===== src/psc_pkg.sv =====
// Shared widths, limits and register codes for the PID speed controller.
package psc_pkg;

    // Field widths
    localparam int CMD_W     = 7;
    localparam int SPD_W     = 16;
    localparam int DUTY_W    = 7;
    localparam int GAIN_W    = 16;
    localparam int ERR_W     = 17;
    localparam int INTEG_W   = 32;
    localparam int DIFF_W    = ERR_W + 1;
    localparam int CFG_IDX_W = 2;

    // Stream widths (fields packed from bit 0, padded to bytes)
    localparam int S_TDATA_W = 24;
    localparam int M_TDATA_W = 8;
    localparam int M_TUSER_W = 1;

    // Product and sum widths
    localparam int PP_W  = GAIN_W + 1 + ERR_W;
    localparam int PI_W  = GAIN_W + 1 + INTEG_W;
    localparam int PD_W  = GAIN_W + 1 + DIFF_W;
    localparam int VAL_W = PI_W + 2;

    // Limits
    localparam int DUTY_MAX = 100;
    localparam int ERR_MAX  = 65535;
    localparam int ERR_MIN  = -65536;

    // Gain reset values, unsigned Q2.14
    localparam logic [GAIN_W-1:0] GAIN_P_RESET = 16'd4915;
    localparam logic [GAIN_W-1:0] GAIN_I_RESET = 16'd246;
    localparam logic [GAIN_W-1:0] GAIN_D_RESET = 16'd3277;

    // Configuration register indexes
    localparam logic [CFG_IDX_W-1:0] REG_GAIN_P = 2'd0;
    localparam logic [CFG_IDX_W-1:0] REG_GAIN_I = 2'd1;
    localparam logic [CFG_IDX_W-1:0] REG_GAIN_D = 2'd2;

endpackage


===== src/pid_speed_controller_unit.sv =====
// Positional PID speed controller with feedforward, six-stage pipeline.
//
// Channel   Dir  Beat contents (low bit first)
// s_*       in   tdata: command_percent[6:0], measured_speed[22:7], pad
// m_*       out  tdata: duty_percent[6:0], pad; tuser: duty_clamped
// cfg_*     in   cfg_index selects gain P/I/D, cfg_data is the new gain
//
// One beat per cycle in and out unless m_tready stalls the output; a result
// passes through the six register stages (input, error/integral, multiply,
// sum, range/reciprocal multiply, output).
// Reset clears the gains to their defaults, the integral and the last error.
// Each stage holds its beat while the next one is full and blocked, so a
// stalled output still lets upstream stages fill before s_tready drops.
module pid_speed_controller_unit #(
    parameter int SPEED_PER_PERCENT = 30,
    parameter int GAIN_FRAC_BITS    = 14
) (
    input  logic                             clk,
    input  logic                             rst_n,
    // command_percent[6:0], measured_speed[22:7]
    input  logic                             s_tvalid,
    output logic                             s_tready,
    input  logic [psc_pkg::S_TDATA_W-1:0]    s_tdata,
    // duty_percent[6:0]
    output logic                             m_tvalid,
    input  logic                             m_tready,
    output logic [psc_pkg::M_TDATA_W-1:0]    m_tdata,
    // duty_clamped[0]
    output logic [psc_pkg::M_TUSER_W-1:0]    m_tuser,
    input  logic                             cfg_valid,
    output logic                             cfg_ready,
    input  logic [psc_pkg::CFG_IDX_W-1:0]    cfg_index,
    input  logic [psc_pkg::GAIN_W-1:0]       cfg_data
);
    import psc_pkg::*;

    // Target speed width and error working width
    localparam int TGT_W = $clog2(127 * SPEED_PER_PERCENT + 1);
    localparam int DW    = ((TGT_W > SPD_W) ? TGT_W : SPD_W) + 2;

    // Duty division by the speed scale through a reciprocal multiply,
    // exact for 0 <= v < LIM since 2^K >= LIM * SPEED_PER_PERCENT
    localparam int    LIM   = (DUTY_MAX + 1) * SPEED_PER_PERCENT;
    localparam int    QV_W  = $clog2(LIM);
    localparam int    K     = $clog2(LIM * SPEED_PER_PERCENT);
    localparam longint RECIP = ((64'sd1 <<< K) + SPEED_PER_PERCENT - 1) / SPEED_PER_PERCENT;
    localparam int    PR_W  = K + DUTY_W + 1;

    localparam logic signed [DW-1:0]    ERR_HI  = DW'(ERR_MAX);
    localparam logic signed [DW-1:0]    ERR_LO  = DW'(ERR_MIN);
    localparam logic signed [VAL_W-1:0] VAL_NEG = VAL_W'(-SPEED_PER_PERCENT);
    localparam logic signed [VAL_W-1:0] VAL_LIM = VAL_W'(LIM);

    // Gain registers
    logic [GAIN_W-1:0] gain_p_reg, gain_i_reg, gain_d_reg;

    // Controller state
    logic signed [INTEG_W-1:0] integral_reg;
    logic signed [ERR_W-1:0]   prev_err_reg;

    // Pipeline valid bits and ready chain
    logic v0_reg, v1_reg, v2_reg, v3_reg, v4_reg, v5_reg;
    logic rdy0, rdy1, rdy2, rdy3, rdy4, rdy5;

    // Stage payloads
    logic [CMD_W-1:0]          cmd0_reg;
    logic signed [SPD_W-1:0]   spd0_reg;
    logic [TGT_W-1:0]          tgt1_reg, tgt2_reg;
    logic signed [ERR_W-1:0]   err1_reg;
    logic signed [INTEG_W-1:0] integ1_reg;
    logic signed [DIFF_W-1:0]  diff1_reg;
    logic signed [PP_W-1:0]    pp2_reg;
    logic signed [PI_W-1:0]    pi2_reg;
    logic signed [PD_W-1:0]    pd2_reg;
    logic signed [VAL_W-1:0]   val3_reg;
    logic                      lo4_reg, hi4_reg, neg4_reg;
    logic [PR_W-1:0]           prod4_reg;
    logic [DUTY_W-1:0]         duty5_reg;
    logic                      clamp5_reg;

    // Combinational next values
    logic [TGT_W-1:0]          tgt_next;
    logic signed [DW-1:0]      err_full;
    logic signed [ERR_W-1:0]   err_sat;
    logic signed [INTEG_W:0]   isum;
    logic signed [INTEG_W-1:0] integ_next;
    logic signed [DIFF_W-1:0]  diff_next;
    logic signed [GAIN_W:0]    kp_op, ki_op, kd_op;
    logic signed [PP_W-1:0]    pp_next;
    logic signed [PI_W-1:0]    pi_next;
    logic signed [PD_W-1:0]    pd_next;
    logic signed [VAL_W-1:0]   sum_next;
    logic signed [VAL_W-1:0]   val_next;
    logic                      lo_next, hi_next;
    logic [PR_W-1:0]           prod_next;
    logic [DUTY_W-1:0]         duty_next;

    // Configuration writes are always taken
    assign cfg_ready = 1'b1;

    always_ff @(posedge clk or negedge rst_n)
    begin
        if (!rst_n)
        begin
            gain_p_reg <= GAIN_P_RESET;
            gain_i_reg <= GAIN_I_RESET;
            gain_d_reg <= GAIN_D_RESET;
        end
        else if (cfg_valid)
        begin
            unique case (cfg_index)
                REG_GAIN_P: gain_p_reg <= cfg_data;
                REG_GAIN_I: gain_i_reg <= cfg_data;
                REG_GAIN_D: gain_d_reg <= cfg_data;
                default:    ;
            endcase
        end
    end

    // Ready chain: a stage takes a beat when empty or when it drains
    assign rdy5     = !v5_reg || m_tready;
    assign rdy4     = !v4_reg || rdy5;
    assign rdy3     = !v3_reg || rdy4;
    assign rdy2     = !v2_reg || rdy3;
    assign rdy1     = !v1_reg || rdy2;
    assign rdy0     = !v0_reg || rdy1;
    assign s_tready = rdy0;

    always_ff @(posedge clk or negedge rst_n)
    begin
        if (!rst_n)
        begin
            v0_reg <= 1'b0;
            v1_reg <= 1'b0;
            v2_reg <= 1'b0;
            v3_reg <= 1'b0;
            v4_reg <= 1'b0;
            v5_reg <= 1'b0;
        end
        else
        begin
            if (rdy0) v0_reg <= s_tvalid;
            if (rdy1) v1_reg <= v0_reg;
            if (rdy2) v2_reg <= v1_reg;
            if (rdy3) v3_reg <= v2_reg;
            if (rdy4) v4_reg <= v3_reg;
            if (rdy5) v5_reg <= v4_reg;
        end
    end

    // Stage 0: input register
    always_ff @(posedge clk)
    begin
        if (rdy0 && s_tvalid)
        begin
            cmd0_reg <= s_tdata[CMD_W-1:0];
            spd0_reg <= $signed(s_tdata[CMD_W +: SPD_W]);
        end
    end

    // Stage 1: target, saturated error, saturated integral, difference
    always_comb
    begin
        tgt_next = TGT_W'(cmd0_reg * SPEED_PER_PERCENT);
        err_full = $signed({{(DW-TGT_W){1'b0}}, tgt_next}) - DW'(spd0_reg);
        if (err_full > ERR_HI)
            err_sat = ERR_W'(ERR_MAX);
        else if (err_full < ERR_LO)
            err_sat = ERR_W'(ERR_MIN);
        else
            err_sat = err_full[ERR_W-1:0];

        isum = (INTEG_W+1)'(integral_reg) + (INTEG_W+1)'(err_sat);
        // overflow when the two top bits differ
        if (isum[INTEG_W] != isum[INTEG_W-1])
            integ_next = isum[INTEG_W] ? {1'b1, {(INTEG_W-1){1'b0}}}
                                       : {1'b0, {(INTEG_W-1){1'b1}}};
        else
            integ_next = isum[INTEG_W-1:0];

        diff_next = DIFF_W'(err_sat) - DIFF_W'(prev_err_reg);
    end

    always_ff @(posedge clk or negedge rst_n)
    begin
        if (!rst_n)
        begin
            integral_reg <= '0;
            prev_err_reg <= '0;
        end
        else if (rdy1 && v0_reg)
        begin
            integral_reg <= integ_next;
            prev_err_reg <= err_sat;
        end
    end

    always_ff @(posedge clk)
    begin
        if (rdy1 && v0_reg)
        begin
            tgt1_reg   <= tgt_next;
            err1_reg   <= err_sat;
            integ1_reg <= integ_next;
            diff1_reg  <= diff_next;
        end
    end

    // Stage 2: gain products
    assign kp_op   = $signed({1'b0, gain_p_reg});
    assign ki_op   = $signed({1'b0, gain_i_reg});
    assign kd_op   = $signed({1'b0, gain_d_reg});
    assign pp_next = kp_op * err1_reg;
    assign pi_next = ki_op * integ1_reg;
    assign pd_next = kd_op * diff1_reg;

    always_ff @(posedge clk)
    begin
        if (rdy2 && v1_reg)
        begin
            tgt2_reg <= tgt1_reg;
            pp2_reg  <= pp_next;
            pi2_reg  <= pi_next;
            pd2_reg  <= pd_next;
        end
    end

    // Stage 3: sum, floor shift, feedforward add
    assign sum_next = VAL_W'(pp2_reg) + VAL_W'(pi2_reg) + VAL_W'(pd2_reg);
    assign val_next = (sum_next >>> GAIN_FRAC_BITS)
                    + $signed({{(VAL_W-TGT_W){1'b0}}, tgt2_reg});

    always_ff @(posedge clk)
    begin
        if (rdy3 && v2_reg)
            val3_reg <= val_next;
    end

    // Stage 4: range check and reciprocal multiply
    // truncated quotient is negative only for v <= -scale
    assign lo_next   = (val3_reg <= VAL_NEG);
    assign hi_next   = (val3_reg >= VAL_LIM);
    assign prod_next = PR_W'(val3_reg[QV_W-1:0]) * PR_W'(RECIP);

    always_ff @(posedge clk)
    begin
        if (rdy4 && v3_reg)
        begin
            lo4_reg   <= lo_next;
            hi4_reg   <= hi_next;
            neg4_reg  <= val3_reg[VAL_W-1];
            prod4_reg <= prod_next;
        end
    end

    // Stage 5: duty select and output register
    // a small negative value truncates to zero and is not flagged
    always_comb
    begin
        if (lo4_reg)
            duty_next = '0;
        else if (hi4_reg)
            duty_next = DUTY_W'(DUTY_MAX);
        else if (neg4_reg)
            duty_next = '0;
        else
            duty_next = prod4_reg[K +: DUTY_W];
    end

    always_ff @(posedge clk)
    begin
        if (rdy5 && v4_reg)
        begin
            duty5_reg  <= duty_next;
            clamp5_reg <= lo4_reg || hi4_reg;
        end
    end

    assign m_tvalid = v5_reg;
    assign m_tdata  = {{(M_TDATA_W-DUTY_W){1'b0}}, duty5_reg};
    assign m_tuser  = clamp5_reg;

endmodule


===== config.mk =====
export PLATFORM = sky130hd
export DESIGN_NAME = pid_speed_controller_unit
export DESIGN_NICKNAME = d
export VERILOG_FILES = /design/src/psc_pkg.sv /design/src/pid_speed_controller_unit.sv
export SDC_FILE = /design/constraint.sdc
export NUM_CORES = 2
export LEC_CHECK = 0
export BUFFER_PORTS_ARGS = -buffer_cell sky130_fd_sc_hd__buf_2
export CAP_MARGIN = 20
export CORE_ASPECT_RATIO = 1.75
export CORE_MARGIN = 8
export CORE_UTILIZATION = 58
export CTS_CLUSTER_SIZE = 14
export DETAILED_ROUTE_END_ITERATION = 10
export PLACE_DENSITY = 0.78
export SYNTH_ARGS = -nofsm -noshare
export SYNTH_HDL_FRONTEND = slang
export SYNTH_SLANG_ARGS = --single-unit

===== constraint.sdc =====
create_clock -name clk -period 8.6 [get_ports clk]
set_input_delay 0.86 -clock clk [delete_from_list [all_inputs] [get_ports clk]]
set_output_delay 0.86 -clock clk [all_outputs]
set_load 0.01 [all_outputs]

==> impl_metrics.tcl <==
set metrics [dict create \
    io-pin-count 59 \
    dp_hpwl_mm 133 \
    synth.largest_area_cell "fa_1" \
    chipHeight_um 441 \
    async_reset_ff_share_pct 26.5 \
    synth-edff-count 286 \
    outcome "finished, final reports clean" \
    crit_end "integral_reg[24]" \
    routed_wl_mm 159 \
    yosys.area_share.simple_pct 13.4 \
    gr-total-overflow 0 \
    layout-drive-gt1-share_pct 6.75 \
    syn_inst 6012 \
    maxSlewViolCount 0 \
    dieArea_um2 114000 \
    setup_tns_ns 0 \
    tightestPinTransition_ns 1.05 \
    ant_nets 0 \
    synth_xor_area_share_pct 3.31 \
    viasPerCell 5.73 \
    grt_usage_pct 29.0 \
    clockBufferDepth 3 \
    largest_reg_flops 49 \
    worst-r2r-cell-count 29 \
    grt_max_degree 71 \
    yosysWarnings 0 \
    place_congestion 0.941 \
    avgSynthCellArea_um2 9.98 \
    synthFlopType "edfxtp_1" \
    final-hold-violation-count 0 \
    worstPathMaxFanout 19 \
    cts.htree.levels 2 \
    crit_slowest_cell "o41ai_1" \
    synth_top_family_by_area "adder cells" \
    chipWidth_um 259 \
    clk_latency_ns 0.62 \
    crit_top_cell "a21oi_1" \
    netlist_top_cells_count "inv_1, fa_1, nand2_1" \
    grt_pass1_vias 47900 \
    synth_top_cells_by_area "fa_1, edfxtp_1, ha_1, inv_1, and2_1" \
    clock_sinks 389 \
    regToRegEndpoint "integral_reg[24]" \
    drt_pass1_iterations 5 \
    routedWlPerCell_um 21.5 \
    ys_seq_area_share_pct 18.7 \
    initial_core_util_pct 58.3 \
    period_share_pct 94.5 \
    synth_adder_area_share_pct 46.4 \
    final_nets 7649 \
    cts_hold_buffers 0 \
    critPathLaunch "cmd0_reg[0]" \
    timing.fmax_ghz 0.123 \
    placeableCoreArea_um2 103000 \
    arrival_ns 8.60 \
    synth-seq-cells 389 \
    antenna_found_initial 3 \
    synth_most_common_cell "inv_1" \
    cts_tree "done" \
    vias 42400 \
    max_stage_delay_ns 0.63 \
    muxShareOfSynthArea_pct 1.65 \
    ys_types 99 \
    rsz0062_at_grt "no" \
    fin_crit_ns 8.13 \
    slew_headroom_pct 29.7 \
    drt_iter0_markers 2390 \
    grt_pass1_wl_mm 256 \
    r2r_slack_ns 0.47 \
    cts-buffers-inserted 42 \
    drc 0 \
    cts.clk_slew.worst_paths_ns 0.06 \
    start_kind "register" \
    syn_nets 7648 \
    hold_class "in -> async" \
    setup_viol 0 \
    crit_type "reg -> reg" \
    max_cap_viol_count 0 \
    num_rows 156 \
    required_ns 9.07 \
    io_buffers 55 \
    finalClockSkew_ns 0.0364 \
    synth_compound_area_share_pct 7.52 \
    synth_top_area_share_pct 35.4 \
    synthesis.area_um2 60000 \
    root_buffer "clkbuf_16" \
    crit_path_end_kind "register" \
    timing.rr.start "cmd0_reg[0]" \
    area_delta_synth_final_pct 5.66 \
]
==> metal layers <==
metal | up-vias | GRT usage, % | part of all wire, %
met5 | - | 0 | 0.0082
met4 | 2 | 23.7 | 10
met3 | 711 | 3.82 | 4.7
met2 | 1395 | 53.6 | 53
met1 | 21500 | 28.5 | 32
li1 | 18700 | - | -
==> worst min-delay path by stage <==
stage	to	startpoint	cells after the start	slack, ns
4_1_cts	gain_d_reg[14]	rst_n	1	0.28
5_1_grt	gain_d_reg[8]	rst_n	1	0.33
2_1_floorplan	tgt2_reg[10]	tgt1_reg[10]	0	0.40
6_report	gain_d_reg[8]	rst_n	1	0.28
3_5_place_dp	tgt2_reg[1]	tgt1_reg[1]	0	0.40
3_3_place_gp	tgt2_reg[6]	tgt1_reg[6]	0	0.40
==> layout make-up <==
cell class	instances	area, um2
Antenna cell	5	12.5
Clock buffer	52	1130
Clock inverter	26	290
Fill cell	8256	39500
Inverter	1240	4660
Multi-Input combinational cell	4192	43400
Sequential cell	389	11200
Tap cell	1343	1680
Timing Repair Buffer	148	1020
==> kinds of logic (layout without fill, tap and decap cells) <==
logic type,Yosys count,after routing
AND/OR/NAND/NOR,1640,1640
adder cells (fa/ha/maj),1589,1589
buffers and inverters,1431,1466
AO/OA/AOI/OAI,649,649
flip-flops,389,389
XOR/XNOR,224,224
multiplexers,88,88
other,2,7
==> critical path: cells and delay by family (launching register included) <==
kind / cells / cell delay (ns)
muxes: 1 / 0.27
and+or+nand+nor: 5 / 1.04
DFF: 1 / 0.53
xor gates and xnor gates: 1 / 0.18
buffers and inverters: 3 / 0.54
AOI/OAI and AO/OA: 14 / 3.12
adders and majority gates: 5 / 2.24
==> metrics by stage <==
stage	hold WS, ns	setup slack, ns	instances	instance area (um2)	util [%]
finish	0.280	0.471	7395	63400	61.6
global route	0.328	0.0714	7390	63400	61.6
CTS	0.282	0.456	7388	63300	61.5
detailed placement	0.405	0.513	7310	61900	60.2
global placement	0.402	0.697	7310	61900	60.2
floorplan	0.400	1.34	6012	60000	-
==> cells in the final DEF, fill, tap and decap left out, types with 9 or more instances in the layout <==
cell type	instances
edfxtp_1	286
nand3_1	48
ha_1	528
o21a_1	23
a31oi_1	12
mux2_2	81
buf_4	91
buf_2	54
fa_1	1061
xor2_1	65
a21oi_1	180
nor3_1	28
a21o_1	112
a211oi_1	22
and3_1	22
o211ai_1	12
o21bai_1	33
and2_1	456
or3_1	12
o21ai_0	97
xnor2_1	157
nor2_1	151
dfrtp_1	83
or2_2	9
nand4_1	35
clkbuf_16	42
o21ai_1	12
dfstp_2	20
nor4_1	12
inv_1	1239
nor2b_1	34
a21oi_4	16
nand2b_1	34
nand2_1	762
o31ai_1	15
a21boi_0	15
==> what timing repair did <==
item                                    CTS  global route
gates resized for setup                   0             1
setup buffers                             0             0
endpoints found under the setup margin    0             4
Power is left out: the tool's default activity adds up to more than one toggle a clock period on the data nets, which glitch-free logic cannot reach.
